<file path="config.mk">
export PLATFORM = sky130hd
export DESIGN_NAME = lru_page_replacement_top_flat
export DESIGN_NICKNAME = d
export VERILOG_FILES = /design/src/sv/lru_pkg.sv /design/src/sv/lru_if.sv /design/src/sv/lru_page_replacement_top.sv /design/src/sv/lru_ctrl.sv /design/src/sv/lru_dp.sv /design/src/flat_wrapper.sv
export SDC_FILE = /design/constraint.sdc
export NUM_CORES = 1
export LEC_CHECK = 0
export ABC_CLOCK_PERIOD_IN_PS = 20900
export BUFFER_PORTS_ARGS = -buffer_cell sky130_fd_sc_hd__buf_4
export CORE_MARGIN = 10
export CORE_UTILIZATION = 50
export DETAILED_ROUTE_END_ITERATION = 10
export PLACE_DENSITY = 0.72
export SLEW_MARGIN = 20
export SYNTH_ARGS = -nofsm -noshare
export SYNTH_HDL_FRONTEND = slang
export SYNTH_SLANG_ARGS = --single-unit
</file>
<file path="constraint.sdc">
create_clock -name clk -period 20.9 [get_ports clk]
set_clock_uncertainty 0.2 [all_clocks]
set_input_delay 1.045 -clock clk [delete_from_list [all_inputs] [get_ports clk]]
set_output_delay 1.045 -clock clk [all_outputs]
set_load 0.005 [all_outputs]
</file>
<file path="src/sv/lru_pkg.sv">
package lru_pkg;

  localparam int MAX_FRAMES_DEF = 8;
  localparam int PAGE_BITS_DEF  = 8;
  localparam int COUNT_BITS_DEF = 16;

  localparam int CFG_BITS = 4;
  localparam logic [CFG_BITS-1:0] FRAMES_IN_USE_RST = CFG_BITS'(4);

  typedef struct packed {
    logic load_in;
    logic commit;
    logic cfg_we;
  } ctrl_cmd_t;

endpackage

</file>
<file path="src/sv/lru_if.sv">
interface lru_req_if #(
  parameter int PAGE_BITS = lru_pkg::PAGE_BITS_DEF
);
  logic                 valid;
  logic                 ready;
  logic                 restart;
  logic [PAGE_BITS-1:0] page_number;

  modport source (output valid, output restart, output page_number, input ready);
  modport sink   (input valid, input restart, input page_number, output ready);
endinterface

interface lru_rsp_if #(
  parameter int MAX_FRAMES = lru_pkg::MAX_FRAMES_DEF,
  parameter int PAGE_BITS  = lru_pkg::PAGE_BITS_DEF,
  parameter int COUNT_BITS = lru_pkg::COUNT_BITS_DEF
);
  localparam int FRAME_BITS = $clog2(MAX_FRAMES);

  logic                  valid;
  logic                  ready;
  logic                  hit;
  logic [FRAME_BITS-1:0] frame_index;
  logic                  evicted_valid;
  logic [PAGE_BITS-1:0]  evicted_page;
  logic [COUNT_BITS-1:0] fault_count;
  logic [COUNT_BITS-1:0] replace_count;

  modport source (output valid, output hit, output frame_index, output evicted_valid,
                  output evicted_page, output fault_count, output replace_count,
                  input ready);
  modport sink   (input valid, input hit, input frame_index, input evicted_valid,
                  input evicted_page, input fault_count, input replace_count,
                  output ready);
endinterface

interface lru_cfg_if;
  logic                          valid;
  logic                          ready;
  logic [lru_pkg::CFG_BITS-1:0]  data;

  modport source (output valid, output data, input ready);
  modport sink   (input valid, input data, output ready);
endinterface

</file>
<file path="src/sv/lru_page_replacement_top.sv">
// A request is registered on accept and its result at commit; a new
// request is taken only after that commit. The frame search, victim pick
// and rank update run in the execute state, which holds off commit while a
// result is pending; a pending result does not block the next accept.
// Reset (rst_n low, synchronous): all frames empty, ranks and counts zero,
// frames_in_use 4; frame page contents are left as they are.
module lru_page_replacement_top #(
  parameter int MAX_FRAMES = lru_pkg::MAX_FRAMES_DEF,
  parameter int PAGE_BITS  = lru_pkg::PAGE_BITS_DEF,
  parameter int COUNT_BITS = lru_pkg::COUNT_BITS_DEF
) (
  input  logic             clk,
  input  logic             rst_n,
  lru_req_if.sink          in_chan,
  lru_rsp_if.source        out_chan,
  lru_cfg_if.sink          cfg_chan
);
  import lru_pkg::*;

  ctrl_cmd_t cmd;
  logic      in_ready;
  logic      out_valid;
  logic      cfg_ready;

  lru_ctrl u_ctrl (
    .clk       (clk),
    .rst_n     (rst_n),
    .in_valid  (in_chan.valid),
    .in_ready  (in_ready),
    .out_valid (out_valid),
    .out_ready (out_chan.ready),
    .cfg_valid (cfg_chan.valid),
    .cfg_ready (cfg_ready),
    .cmd       (cmd)
  );

  lru_dp #(
    .MAX_FRAMES (MAX_FRAMES),
    .PAGE_BITS  (PAGE_BITS),
    .COUNT_BITS (COUNT_BITS)
  ) u_dp (
    .clk               (clk),
    .rst_n             (rst_n),
    .cmd               (cmd),
    .in_restart        (in_chan.restart),
    .in_page_number    (in_chan.page_number),
    .cfg_data          (cfg_chan.data),
    .out_hit           (out_chan.hit),
    .out_frame_index   (out_chan.frame_index),
    .out_evicted_valid (out_chan.evicted_valid),
    .out_evicted_page  (out_chan.evicted_page),
    .out_fault_count   (out_chan.fault_count),
    .out_replace_count (out_chan.replace_count)
  );

  assign in_chan.ready  = in_ready;
  assign out_chan.valid = out_valid;
  assign cfg_chan.ready = cfg_ready;

endmodule

</file>
<file path="src/sv/lru_ctrl.sv">
module lru_ctrl (
  input  logic               clk,
  input  logic               rst_n,
  input  logic               in_valid,
  output logic               in_ready,
  output logic               out_valid,
  input  logic               out_ready,
  input  logic               cfg_valid,
  output logic               cfg_ready,
  output lru_pkg::ctrl_cmd_t cmd
);
  import lru_pkg::*;

  localparam logic ST_IDLE = 1'b0;
  localparam logic ST_EXEC = 1'b1;

  logic state_r, state_nxt;
  logic out_valid_r, out_valid_nxt;

  always_comb begin
    state_nxt     = state_r;
    out_valid_nxt = out_valid_r;
    cmd           = '0;
    cmd.cfg_we    = cfg_valid;
    if (out_valid_r && out_ready) begin
      out_valid_nxt = 1'b0;
    end
    unique case (state_r)
      ST_IDLE: begin
        if (in_valid) begin
          cmd.load_in = 1'b1;
          state_nxt   = ST_EXEC;
        end
      end
      ST_EXEC: begin
        if (!out_valid_r || out_ready) begin
          cmd.commit    = 1'b1;
          out_valid_nxt = 1'b1;
          state_nxt     = ST_IDLE;
        end
      end
      default: begin
        state_nxt = ST_IDLE;
      end
    endcase
  end

  always_ff @(posedge clk) begin
    if (!rst_n) begin
      state_r     <= ST_IDLE;
      out_valid_r <= 1'b0;
    end else begin
      state_r     <= state_nxt;
      out_valid_r <= out_valid_nxt;
    end
  end

  assign in_ready  = (state_r == ST_IDLE);
  assign out_valid = out_valid_r;
  assign cfg_ready = 1'b1;

  a_commit_room: assert property (@(posedge clk) disable iff (!rst_n)
    cmd.commit |-> (!out_valid_r || out_ready))
    else $error("commit over a pending result");

  a_commit_shows: assert property (@(posedge clk) disable iff (!rst_n)
    cmd.commit |=> out_valid_r)
    else $error("committed result not presented");

  a_load_busy: assert property (@(posedge clk) disable iff (!rst_n)
    cmd.load_in |=> (state_r == ST_EXEC) && !in_ready)
    else $error("request taken without entering execute");

  a_one_cmd: assert property (@(posedge clk) disable iff (!rst_n)
    !(cmd.load_in && cmd.commit))
    else $error("load and commit in the same cycle");

endmodule

</file>
<file path="src/sv/lru_dp.sv">
module lru_dp #(
  parameter int MAX_FRAMES = lru_pkg::MAX_FRAMES_DEF,
  parameter int PAGE_BITS  = lru_pkg::PAGE_BITS_DEF,
  parameter int COUNT_BITS = lru_pkg::COUNT_BITS_DEF
) (
  input  logic                             clk,
  input  logic                             rst_n,
  input  lru_pkg::ctrl_cmd_t               cmd,
  input  logic                             in_restart,
  input  logic [PAGE_BITS-1:0]             in_page_number,
  input  logic [lru_pkg::CFG_BITS-1:0]     cfg_data,
  output logic                             out_hit,
  output logic [$clog2(MAX_FRAMES)-1:0]    out_frame_index,
  output logic                             out_evicted_valid,
  output logic [PAGE_BITS-1:0]             out_evicted_page,
  output logic [COUNT_BITS-1:0]            out_fault_count,
  output logic [COUNT_BITS-1:0]            out_replace_count
);
  import lru_pkg::*;

  localparam int FRAME_BITS = $clog2(MAX_FRAMES);
  localparam int RANK_BITS  = $clog2(MAX_FRAMES);
  localparam int NB         = $clog2(MAX_FRAMES + 1);
  localparam int NW         = (CFG_BITS > NB) ? CFG_BITS : NB;
  localparam logic [RANK_BITS-1:0] RANK_TOP = RANK_BITS'(MAX_FRAMES - 1);

  logic                  restart_r;
  logic [PAGE_BITS-1:0]  page_r;
  logic [CFG_BITS-1:0]   cfg_r;

  logic [PAGE_BITS-1:0]  frame_page_r [MAX_FRAMES];
  logic [MAX_FRAMES-1:0] frame_valid_r, frame_valid_nxt;
  logic [RANK_BITS-1:0]  rank_r   [MAX_FRAMES];
  logic [RANK_BITS-1:0]  rank_nxt [MAX_FRAMES];
  logic [COUNT_BITS-1:0] faults_r, faults_nxt;
  logic [COUNT_BITS-1:0] repl_r, repl_nxt;

  logic                  hit_r;
  logic [FRAME_BITS-1:0] frame_r;
  logic                  ev_valid_r;
  logic [PAGE_BITS-1:0]  ev_page_r;

  logic [NW-1:0]         n_raw, n_eff;
  logic [MAX_FRAMES-1:0] vld_e;
  logic [RANK_BITS-1:0]  rank_e [MAX_FRAMES];
  logic [COUNT_BITS-1:0] faults_e, repl_e;
  logic                  hit_found, emp_found, vic_found, evict;
  logic [FRAME_BITS-1:0] hit_idx, emp_idx, vic_idx, frame_sel;
  logic [RANK_BITS-1:0]  vic_rank;
  logic [RANK_BITS:0]    old_rank;
  logic [PAGE_BITS-1:0]  ev_page;

  always_comb begin
    n_raw = NW'(cfg_r);
    if (n_raw == '0) begin
      n_eff = NW'(1);
    end else if (n_raw > NW'(MAX_FRAMES)) begin
      n_eff = NW'(MAX_FRAMES);
    end else begin
      n_eff = n_raw;
    end
  end

  always_comb begin
    for (int i = 0; i < MAX_FRAMES; i++) begin
      vld_e[i]  = restart_r ? 1'b0 : frame_valid_r[i];
      rank_e[i] = restart_r ? '0 : rank_r[i];
    end
    faults_e = restart_r ? '0 : faults_r;
    repl_e   = restart_r ? '0 : repl_r;
  end

  always_comb begin
    hit_found = 1'b0;
    hit_idx   = '0;
    emp_found = 1'b0;
    emp_idx   = '0;
    vic_found = 1'b0;
    vic_idx   = '0;
    vic_rank  = '0;
    for (int i = 0; i < MAX_FRAMES; i++) begin
      if (NW'(i) < n_eff) begin
        if (vld_e[i]) begin
          if (!hit_found && frame_page_r[i] == page_r) begin
            hit_found = 1'b1;
            hit_idx   = FRAME_BITS'(i);
          end
          if (!vic_found || rank_e[i] > vic_rank) begin
            vic_found = 1'b1;
            vic_idx   = FRAME_BITS'(i);
            vic_rank  = rank_e[i];
          end
        end else if (!emp_found) begin
          emp_found = 1'b1;
          emp_idx   = FRAME_BITS'(i);
        end
      end
    end
  end

  always_comb begin
    evict = 1'b0;
    priority if (hit_found) begin
      frame_sel = hit_idx;
      old_rank  = {1'b0, rank_e[hit_idx]};
    end else if (emp_found) begin
      frame_sel = emp_idx;
      old_rank  = (RANK_BITS + 1)'(MAX_FRAMES);
    end else begin
      frame_sel = vic_idx;
      old_rank  = {1'b0, vic_rank};
      evict     = 1'b1;
    end
    ev_page = evict ? frame_page_r[vic_idx] : '0;
  end

  always_comb begin
    frame_valid_nxt = vld_e;
    frame_valid_nxt[frame_sel] = 1'b1;
    for (int i = 0; i < MAX_FRAMES; i++) begin
      if (FRAME_BITS'(i) == frame_sel) begin
        rank_nxt[i] = '0;
      end else if (vld_e[i] && ({1'b0, rank_e[i]} < old_rank) && (rank_e[i] < RANK_TOP)) begin
        rank_nxt[i] = rank_e[i] + RANK_BITS'(1);
      end else begin
        rank_nxt[i] = rank_e[i];
      end
    end
    faults_nxt = faults_e;
    repl_nxt   = repl_e;
    if (!hit_found && faults_e != '1) begin
      faults_nxt = faults_e + COUNT_BITS'(1);
    end
    if (evict && repl_e != '1) begin
      repl_nxt = repl_e + COUNT_BITS'(1);
    end
  end

  always_ff @(posedge clk) begin
    if (!rst_n) begin
      cfg_r         <= FRAMES_IN_USE_RST;
      frame_valid_r <= '0;
      faults_r      <= '0;
      repl_r        <= '0;
      for (int i = 0; i < MAX_FRAMES; i++) begin
        rank_r[i] <= '0;
      end
    end else begin
      if (cmd.cfg_we) begin
        cfg_r <= cfg_data;
      end
      if (cmd.commit) begin
        frame_valid_r <= frame_valid_nxt;
        faults_r      <= faults_nxt;
        repl_r        <= repl_nxt;
        for (int i = 0; i < MAX_FRAMES; i++) begin
          rank_r[i] <= rank_nxt[i];
        end
      end
    end
  end

  always_ff @(posedge clk) begin
    if (cmd.load_in) begin
      restart_r <= in_restart;
      page_r    <= in_page_number;
    end
    if (cmd.commit) begin
      if (!hit_found) begin
        frame_page_r[frame_sel] <= page_r;
      end
      hit_r      <= hit_found;
      frame_r    <= frame_sel;
      ev_valid_r <= evict;
      ev_page_r  <= ev_page;
    end
  end

  assign out_hit           = hit_r;
  assign out_frame_index   = frame_r;
  assign out_evicted_valid = ev_valid_r;
  assign out_evicted_page  = ev_page_r;
  assign out_fault_count   = faults_r;
  assign out_replace_count = repl_r;

endmodule
</file>
<file path="src/flat_wrapper.sv">
// flat-port wrapper written by rule: the top's interface ports become plain ports
module lru_page_replacement_top_flat import lru_pkg::*;
#(
  parameter int MAX_FRAMES = lru_pkg::MAX_FRAMES_DEF,
  parameter int PAGE_BITS  = lru_pkg::PAGE_BITS_DEF,
  parameter int COUNT_BITS = lru_pkg::COUNT_BITS_DEF
)
  (clk, rst_n, in_chan_valid, in_chan_restart, in_chan_page_number, in_chan_ready, out_chan_valid, out_chan_hit, out_chan_frame_index, out_chan_evicted_valid, out_chan_evicted_page, out_chan_fault_count, out_chan_replace_count, out_chan_ready, cfg_chan_valid, cfg_chan_data, cfg_chan_ready);
  lru_req_if #(.PAGE_BITS(PAGE_BITS)) in_chan_i ();
  lru_rsp_if #(.MAX_FRAMES(MAX_FRAMES), .PAGE_BITS(PAGE_BITS), .COUNT_BITS(COUNT_BITS)) out_chan_i ();
  lru_cfg_if cfg_chan_i ();
  input  logic clk;
  input  logic rst_n;
  input wire logic [$bits(in_chan_i.valid)-1:0] in_chan_valid;
  input wire logic [$bits(in_chan_i.restart)-1:0] in_chan_restart;
  input wire logic [$bits(in_chan_i.page_number)-1:0] in_chan_page_number;
  output wire logic [$bits(in_chan_i.ready)-1:0] in_chan_ready;
  output wire logic [$bits(out_chan_i.valid)-1:0] out_chan_valid;
  output wire logic [$bits(out_chan_i.hit)-1:0] out_chan_hit;
  output wire logic [$bits(out_chan_i.frame_index)-1:0] out_chan_frame_index;
  output wire logic [$bits(out_chan_i.evicted_valid)-1:0] out_chan_evicted_valid;
  output wire logic [$bits(out_chan_i.evicted_page)-1:0] out_chan_evicted_page;
  output wire logic [$bits(out_chan_i.fault_count)-1:0] out_chan_fault_count;
  output wire logic [$bits(out_chan_i.replace_count)-1:0] out_chan_replace_count;
  input wire logic [$bits(out_chan_i.ready)-1:0] out_chan_ready;
  input wire logic [$bits(cfg_chan_i.valid)-1:0] cfg_chan_valid;
  input wire logic [$bits(cfg_chan_i.data)-1:0] cfg_chan_data;
  output wire logic [$bits(cfg_chan_i.ready)-1:0] cfg_chan_ready;
  assign in_chan_i.valid = in_chan_valid;
  assign in_chan_i.restart = in_chan_restart;
  assign in_chan_i.page_number = in_chan_page_number;
  assign in_chan_ready = in_chan_i.ready;
  assign out_chan_valid = out_chan_i.valid;
  assign out_chan_hit = out_chan_i.hit;
  assign out_chan_frame_index = out_chan_i.frame_index;
  assign out_chan_evicted_valid = out_chan_i.evicted_valid;
  assign out_chan_evicted_page = out_chan_i.evicted_page;
  assign out_chan_fault_count = out_chan_i.fault_count;
  assign out_chan_replace_count = out_chan_i.replace_count;
  assign out_chan_i.ready = out_chan_ready;
  assign cfg_chan_i.valid = cfg_chan_valid;
  assign cfg_chan_i.data = cfg_chan_data;
  assign cfg_chan_ready = cfg_chan_i.ready;
  lru_page_replacement_top #(.MAX_FRAMES(MAX_FRAMES), .PAGE_BITS(PAGE_BITS), .COUNT_BITS(COUNT_BITS)) u_core (.clk(clk), .rst_n(rst_n), .in_chan(in_chan_i), .out_chan(out_chan_i), .cfg_chan(cfg_chan_i));
endmodule
</file>
==> results of run 1 <==
final timing paths:
check / to / cells after the start
hold reg to reg: u_core.u_dp.frame_valid_r[7] / 2
setup reg to reg: u_core.u_dp.frame_page_r[0][5] / 54
hold / removal: u_core.u_dp.frame_valid_r[7] / 2
setup / recovery: u_core.u_dp.frame_page_r[0][5] / 54
cell usage in the layout (no fill, tap or decap), drive strengths merged, types with 3 or more instances in the layout:
master and count:
nor3 15, nand2 111, clkbuf 17, clkinv 5, a311oi 13, mux2i 35, o31ai 4, nor2 78
o211ai 4, a211oi 9, a21o 14, inv 47, xor2 55, ha 47, and2 10, dfxtp 46
o21ai 66, and3 13, a22oi 13, nand3 34, mux4 16, a21oi 60, nand4 17, xnor2 11
o21a 8, nand2b 17, nor2b 28, o22ai 8, edfxtp 110, or3 5, mux2 6, or4 3
nor3b 4, nor4 18, a31oi 24, a22o 8, a32oi 5, buf 72, nand4b 3
power by group through the flow:
stage,clock network [mW],logic [mW],registers [mW]
2_1_floorplan,0,0.0544,0.351
3_3_place_gp,0,0.0684,0.360
3_5_place_dp,0,0.0697,0.360
4_1_cts,0.312,0.0702,0.353
5_1_grt,0.323,0.0796,0.355
6_report,0.310,0.0707,0.354
cells by family after synthesis:
group / synth area share (%)
buffers and inverters: 3.400
AOI/OAI and AO/OA: 17.26
and+or+nand+nor: 18.12
other: 0.03719
muxes: 7.719
DFF: 41.90
xor gates and xnor gates: 5.733
adders and majority gates: 5.833
registers in the layout (all words and copies together), names as in the netlist, 3 cells and up:
signal                         cells
u_core.u_dp.page_r                 8
u_core.u_dp.out_fault_count       16
u_core.u_dp.frame_page_r          64
u_core.u_dp.out_replace_count     16
u_core.u_dp.rank_r                24
u_core.u_dp.frame_valid_r          8
u_core.u_dp.out_frame_index        3
u_core.u_dp.out_evicted_page       8
u_core.u_dp.cfg_r                  4
worst register-to-register path: cells and delay by family (launching register included):
kind	cells	cell delay, ns
AO/OA/AOI/OAI	28	7.02
adder cells (fa/ha/maj)	7	1.86
buffers and inverters	4	0.55
flip-flops	1	0.65
AND/OR/NAND/NOR	15	2.91
final cells by class:
type                            count  area, sq um
Clock buffer                       17        425.4
Timing Repair Buffer               72        540.5
Tap cell                          265        331.6
Multi-Input combinational cell    791         5520
Clock inverter                     15        153.9
Inverter                           40        152.6
Sequential cell                   156         4224
Fill cell                        1736         8305
layer usage:
metal	part of all wire, %	vias up	wire (microns)	GRT usage, %
li1	-	3953	-	-
met1	45	4013	12280	29.00
met2	46	355	12620	32.89
met3	7.7	42	2112	3.716
met4	1.9	0	516	6.617
met5	0	-	0	0
metrics by stage:
| step | area (sq um) | total power, mW | utilization (%) | cells | worst slack (ns) |
|---|---|---|---|---|---|
| 6_report | 11350 | 0.7345 | 57.74 | 1356 | 7.323 |
| 5_1_grt | 11350 | 0.7576 | 57.74 | 1356 | 5.890 |
| 4_1_cts | 11350 | 0.7350 | 57.74 | 1356 | 7.524 |
| 3_5_place_dp | 10770 | 0.4296 | 54.79 | 1324 | 7.551 |
| 3_3_place_gp | 10770 | 0.4281 | 54.79 | 1324 | 7.965 |
| 2_1_floorplan | 10080 | 0.4059 | - | 1030 | 8.827 |
==> reports/qor.csv, run 1 <==
metric,value,unit
synth_async_sr_flop_share,0,%
globalplace.congestion,0.9597,
core,19650,sq um
grt_start_max_net_pins,55,
pwr-share-seq,48.1,%
post-route-min-period,13.58,ns
synth.area.top_cells,"edfxtp_1 33%, dfxtp_1 9.1%, ha_1 5.8%, xor2_1 4.8%, nand2_1 4.1%",
critPathTopFamily,compound AO/OA/AOI/OAI gates,
grt_pass1_vias,8172,
finalCritPeriodShare,64.96,%
cts_root_buf,clkbuf_16,
path_clk_slew,0.07,ns
numCtsBuffers,17,
hpwl,20140,microns
synth_cells,1030,
hold_buffers,0,
gr-total-overflow,0,
crit_path_max_fanout,19,
worstHoldPathType,flip-flop to flip-flop,
clk_latency,0.44,ns
path_buf_inv,4,
synth.yosys.seq_area_share,41.90,%
hold-worst-slack,0.3019,ns
drtPass1Iterations,5,
drv_slew,0,
rsz0062_at_grt,false,
netlist_area,10080,sq um
avgSynthCellArea,9.789,sq um
ys.flop_type,edfxtp_1,
pin_count,66,
cts_tree,yes,
start_kind,flip-flop,
nets,1143,
synth.distinct_cells,78,
max_cap_violations,0,
power.leakage,4.136,nW
crit_path_frequent_cell,o21ai_0,
grtUsageTotal,21.04,%
status,"complete, no violations",
io_buffers,64,
cp_slowest_cell,edfxtp_1,
worstHoldStart,u_core.u_dp.frame_valid_r[7],
post_cts_buffers,0,
intPower,0.5354,mW
crit_arrival,13.45,ns
max_clock_freq,73.65,MHz
h-tree-depth,4,
drt_iter0_markers,941,
clock_power_share,42.2,%
finalSetupViolCount,0,
floorplan.rows,51,
dieArea,26240,sq um
drt_wl_total,27530,microns
ys_warn_count,0,
cts.path.max_buffers,2,
fin_setup_tns,0,ns
cts_resized,0,
crit_start,u_core.u_dp.restart_r,
num_vias,8363,
critical_path.endpoint_type,flip-flop,
p_per_area,64.73,nW/um^2
crit_type,flip-flop to flip-flop,
drive_above_1_share,14.12,%
n_antenna_cell,0,
postRouteAntennaNets,0,
worst_pin_slew,1.048,ns
switchingPower,0.1992,mW
cts_sinks,156,
yosysTopAreaCell,edfxtp_1,
wl_per_cell,20.30,microns
hold_violations,0,
rrSetupSlack,7.32,ns
fp.dieW,162,microns
start_util,51.30,%
avgViaCountPerCell,6.167,
synthTopCellsByCount,"111 x nand2_1, 110 x edfxtp_1, 77 x nor2_1",
cpPeakStageDelay,0.65,ns
synth_top_cell_area_share,32.76,%
critical_path_required,20.77,ns
grt_first_pass_wirelength,44720,microns
ys_ff_latch,156,
antenna_found_initial,0,
ir_drop,0.05264,mV
maxSlewHeadroom,29.47,%
r2r_start,u_core.u_dp.restart_r,
drc_errors,0,
synth_most_common_cell,nand2_1,
switching_share,27.12,%
area_growth,12.56,%
comb_power_share,9.6,%
synth_fp_nets,1095,
synth-edff-count,110,
die-height,162,microns
No activity file was read; power rests on OpenSTA's default activity.
==> run 2, diff against run 1 <==
ABC_CLOCK_PERIOD_IN_PS = 13900   (was 20900)
clock period = 13.9 ns   (was 20.9 ns; I/O delays follow)
==> run 2 against run 1 <==
  * Clock power is 58% higher
  * Critical path depth increased by 1
  * Cell area grew 0.89%
  * Sequential power is 49% higher
  * Maximum frequency rose by 6.8%
  * Wire length rose by 1.2%
  * Sequential share of layout area down 0.33 points
  * Cell count rose by 0.22%
  * Total power rose by 54%
==> reports/qor.csv, run 2 (synthesized netlist as in run 1, its figures left out) <==
metric,value,unit,change
die-height,162,microns,unchanged
comb_power_share,9.8,%,+0.2 points
worst-r2r-cell-count,55,,+1.9%
top_usage_layer,met2,,
fin_setup_tns,0,ns,unchanged
pin_count,66,,unchanged
regMostFlops,u_core.u_dp.frame_page_r,,
drt_iter0_markers,942,,+0.11%
critical_path_required,13.82,ns,-6.95 ns
finalCritPeriodShare,91.46,%,+26 points
status,"complete, no violations",,
drtPass1Iterations,6,,+1
hpwl,20090,microns,-0.29%
h-tree-depth,4,,unchanged
antenna_found_initial,0,,unchanged
drc_errors,0,,unchanged
post_cts_buffers,0,,unchanged
max_cap_violations,0,,unchanged
drv_slew,0,,unchanged
nets,1146,,+0.26%
grt_use_met1,28.47,%,-0.53 points
start_util,51.30,%,unchanged
crit_path_frequent_cell,ha_1,,
seq_area,4224,sq um,unchanged
ir_drop,0.08985,mV,+71%
numCtsBuffers,17,,unchanged
grt_start_max_net_pins,56,,+1.8%
finalSetupViolCount,0,,unchanged
drive_above_1_share,15.17,%,+1.1 points
mostFrequentLayoutCell,nand2_1,,
cpPeakStageDelay,0.52,ns,-0.13 ns
max_clock_freq,78.66,MHz,+6.8%
power.leakage,4.170,nW,+0.81%
crit_path_max_fanout,18,,-1
path_depth,55,,+1.9%
clock_power_share,43.4,%,+1.2 points
cts_sinks,156,,unchanged
switchingPower,0.3165,mW,+59%
n_antenna_cell,0,,unchanged
cts.path.max_buffers,2,,unchanged
clk_latency,0.44,ns,about the same
crit_type,flip-flop to flip-flop,,
critical_path.endpoint_type,flip-flop,,
critPathTopFamily,compound AO/OA/AOI/OAI gates,,
area_growth,13.56,%,
cts_tree,yes,,
hold_path_depth,1,,-1
cp_slowest_cell,a221oi_1,,
fp.dieW,162,microns,unchanged
globalplace.congestion,0.9512,,-0.89%
maxSlewHeadroom,22.43,%,-7.0 points
postRouteAntennaNets,0,,unchanged
final.fill_count,1705,,-1.8%
hold_violations,0,,unchanged
avgViaCountPerCell,6.226,,+0.95%
pwr-share-seq,46.8,%,-1.3 points
path_buf_inv,4,,unchanged
layout_common_cells,"111 x nand2_1, 110 x edfxtp_1, 75 x buf_4",,
drt_wl_total,27850,microns,+1.2%
grt_util_met3,4.980,%,+1.3 points
grtUsageTotal,21.00,%,-0.040 points
gr-total-overflow,0,,unchanged
floorplan.rows,51,,unchanged
wl_per_cell,20.49,microns,+0.94%
path_clk_slew,0.07,ns,about the same
io_buffers,64,,unchanged
start_kind,flip-flop,,
dieArea,26240,sq um,unchanged
grt_first_pass_wirelength,44530,microns,-0.42%
grt_pass1_vias,8163,,-0.11%
worst_pin_slew,1.155,ns,+0.1065 ns
intPower,0.8145,mW,+52%
multi_input_area,5560,sq um,+0.73%
post-route-min-period,12.71,ns,-0.8649 ns
crit_arrival,12.63,ns,-0.82 ns
switching_share,27.99,%,+0.87 points
finalInstanceArea,11450,sq um,+0.89%
top_regs,"u_core.u_dp.frame_page_r (64), u_core.u_dp.rank_r (24)",,
p_per_area,98.79,nW/um^2,+53%
place_area,10790,sq um,+0.21%
worstHoldPathType,input port to flip-flop,,
core,19650,sq um,unchanged
rsz0062_at_grt,false,,
num_vias,8461,,+1.2%
largest_reg_flops,64,,unchanged
cts_root_buf,clkbuf_16,,
grt_use_met2,31.90,%,-0.99 points
run 2: cell types whose count changed in the layout (fill, tap and decap cells not counted), moves of 2 or more:
cell / before / now
inv_8: 0 / 5
nor2_4: 0 / 3
buf_4: 72 / 75
nor2_1: 77 / 73
o21ai_0: 63 / 61
inv_6: 7 / 3
run 2: stage by stage:
stage | hold WS [ns] | total power [mW] | util, % | setup WS (ns) | std cells
after CTS | 0.2232 | 1.132 | 58.05 | 0.7750 | 1359
after floorplan | 0.2582 | 0.6103 | - | 1.827 | 1030
after global placement | 0.2779 | 0.6437 | 54.91 | 1.336 | 1327
final | 0.2281 | 1.131 | 58.26 | 1.188 | 1359
after global routing | 0.2218 | 1.166 | 58.26 | 0.1652 | 1359
after detailed placement | 0.2896 | 0.6459 | 54.91 | 0.8220 | 1327
run 2: path summary, 6_finish.rpt:
check | start | slack, ns | end
setup / recovery | u_core.u_dp.restart_r | 1.19 | u_core.u_dp.frame_page_r[6][0]
hold / removal | in_chan_page_number[6] | 0.23 | u_core.u_dp.page_r[6]
setup reg to reg | u_core.u_dp.restart_r | 1.19 | u_core.u_dp.frame_page_r[6][0]
hold reg to reg | u_core.u_dp.out_replace_count[12] | 0.30 | u_core.u_dp.out_replace_count[12]
run 2: power groups by stage:
stage	combinational [mW]	clock, mW	sequential, mW
after floorplan	0.0819	0	0.528
after global placement	0.105	0	0.539
after detailed placement	0.107	0	0.539
after CTS	0.108	0.495	0.529
after global routing	0.123	0.512	0.531
final	0.111	0.491	0.529
run 2: area by class of cell:
type,instances,share of cell area [%]
timing repair buffer,75,4.918
inverter,40,1.333
sequential,156,36.89
clock buffer,17,3.715
clock inverter,15,1.683
tap,265,2.896
multi-input combinational,791,48.56
run 2: timing repair:
action / 4_1_cts / 5_1_grt
resized for setup: 0 / 13
hold buffers: 0 / 0
setup endpoints to repair: 0 / 88
run 2: per-layer routing:
layer	vias up	wire length, microns
li1	3950	-
met1	4067	12080
met2	384	12550
met3	60	2534
met4	0	689
met5	-	0
==> run 3, diff against run 2 <==
BUFFER_PORTS_ARGS = -buffer_cell sky130_fd_sc_hd__buf_2   (was -buffer_cell sky130_fd_sc_hd__buf_4)
==> run 3 against run 2 <==
  * Total power shrank 0.61%
  * Wire length shrank 0.68%
  * Sequential cell count is the same
  * Critical path depth shrank 1
  * Count of clock-buffer cells in the layout is the same
  * First-iteration DRC count shrank 20%
  * Critical endpoint is now u_core.u_dp.frame_page_r[4][6]
==> reports/qor.csv, run 3 (synthesized netlist as in run 1, its figures left out) <==
metric,value,unit,change
io_buffers,64,,unchanged
n_antenna_cell,0,,unchanged
worstHoldPathType,input port to flip-flop,,
critPathTopFamily,compound AO/OA/AOI/OAI gates,,
h-tree-depth,4,,unchanged
seq_area,4224,sq um,unchanged
path_clk_slew,0.08,ns,about the same
maxSlewHeadroom,21.59,%,-0.84 points
power.leakage,4.157,nW,-0.29%
critical_path_required,13.82,ns,about the same
clk_latency,0.44,ns,about the same
die-height,162,microns,unchanged
max_clock_freq,77.02,MHz,-2.1%
layout_common_cells,"111 x nand2_1, 110 x edfxtp_1, 73 x nor2_1",,
fp.dieW,162,microns,unchanged
hpwl,20240,microns,+0.78%
place_area,10630,sq um,-1.5%
cts_resized,0,,unchanged
final_util,57.49,%,-0.77 points
drive_above_1_share,15.17,%,unchanged
cp_slowest_cell,dfxtp_1,,
ir_drop,0.08091,mV,-9.9%
mostFrequentLayoutCell,nand2_1,,
cts_tree,yes,,
drv_slew,0,,unchanged
grt_start_max_net_pins,55,,-1.8%
post_cts_buffers,0,,unchanged
hold_buffers,0,,unchanged
floorplan.rows,51,,unchanged
wl_per_cell,20.35,microns,-0.68%
cts_root_buf,clkbuf_16,,
final.fill_count,1709,,+0.23%
pin_count,66,,unchanged
numCtsBuffers,17,,unchanged
drt_wl_total,27660,microns,-0.68%
drc_errors,0,,unchanged
crit_arrival,12.90,ns,+0.27 ns
hold_violations,0,,unchanged
start_util,51.30,%,unchanged
grt_first_pass_wirelength,43210,microns,-3.0%
path_buf_inv,3,,-1
status,"complete, no violations",,
postRouteAntennaNets,0,,unchanged
top_regs,"u_core.u_dp.frame_page_r (64), u_core.u_dp.rank_r (24)",,
finalSetupViolCount,0,,unchanged
p_per_area,99.50,nW/um^2,+0.73%
drt_iter0_markers,757,,-20%
crit_path_max_fanout,17,,-1
finalInstanceArea,11300,sq um,-1.3%
num_vias,8376,,-1.0%
area_growth,12.06,%,
avgViaCountPerCell,6.163,,-1.0%
post-route-min-period,12.98,ns,+0.2706 ns
cpPeakStageDelay,0.51,ns,about the same
cts_sinks,156,,unchanged
critical_path.endpoint_type,flip-flop,,
dieArea,26240,sq um,unchanged
worst_pin_slew,1.167,ns,+0.01256 ns
crit_type,flip-flop to flip-flop,,
hold-worst-slack,0.2300,ns,+0.001818 ns
finalCritPeriodShare,93.40,%,+1.9 points
multi_input_area,5560,sq um,unchanged
nets,1146,,unchanged
globalplace.congestion,0.9452,,-0.63%
gr-total-overflow,0,,unchanged
max_cap_violations,0,,unchanged
start_kind,flip-flop,,
regMostFlops,u_core.u_dp.frame_page_r,,
core,19650,sq um,unchanged
cts.path.max_buffers,2,,unchanged
grt_pass1_vias,7839,,-4.0%
antenna_found_initial,1,,+1
drtPass1Iterations,5,,-1
largest_reg_flops,64,,unchanged
grtUsageTotal,20.58,%,-0.42 points
-- run 3: cell count changes in the layout (fill, tap and decap cells not counted) --
| cell | before | now |
|---|---|---|
| o21ai_0 | 61 | 62 |
| clkinvlp_4 | 2 | 0 |
| buf_2 | 0 | 64 |
| clkinv_8 | 3 | 5 |
| bufinv_16 | 1 | 0 |
| inv_8 | 5 | 4 |
| buf_4 | 75 | 11 |
| inv_12 | 1 | 3 |
| o21ai_1 | 4 | 3 |
-- run 3: final timing paths --
check | startpoint | to | slack, ns | cells after the start
worst max-delay path | u_core.u_dp.frame_valid_r[0] | u_core.u_dp.frame_page_r[4][6] | 0.92 | 54
worst min-delay path | in_chan_page_number[6] | u_core.u_dp.page_r[6] | 0.23 | 1
worst max register to register | u_core.u_dp.frame_valid_r[0] | u_core.u_dp.frame_page_r[4][6] | 0.92 | 54
worst min register to register | u_core.u_dp.out_replace_count[12] | u_core.u_dp.out_replace_count[12] | 0.29 | 1
-- run 3: per-layer routing --
layer / share of wire [%] / global-route usage, % / wire (microns) / vias up
li1: - / - / - / 3966
met1: 45 / 28.37 / 12530 / 4006
met2: 45 / 31.56 / 12390 / 347
met3: 7.1 / 3.766 / 1957 / 55
met4: 2.8 / 7.568 / 771 / 2
met5: 0.047 / 0 / 13 / -
-- run 3: cell type report --
type                            instances  share of cell area (%)
Inverter                               40                   1.351
Clock buffer                           17                   3.765
Multi-Input combinational cell        791                   49.21
Sequential cell                       156                   37.39
Tap cell                              265                   2.935
Timing Repair Buffer                   75                   3.566
Clock inverter                         15                   1.783
-- run 3: stage by stage --
stage                     power, mW  cells  setup TNS [ns]  worst slack [ns]
after floorplan              0.6103   1030               0             1.827
after global placement       0.6414   1327               0             1.333
after detailed placement     0.6440   1327               0            0.7893
after CTS                     1.126   1359               0            0.6980
after global routing          1.162   1359         -0.8091          -0.04586
final                         1.124   1359               0            0.9171
-- run 3: power by group --
part | leakage, nW | switching, mW | internal, mW
Combinational | 2.43 | 0.0684 | 0.0395
Sequential | 1.42 | 0.0186 | 0.511
Clock | 0.304 | 0.237 | 0.250
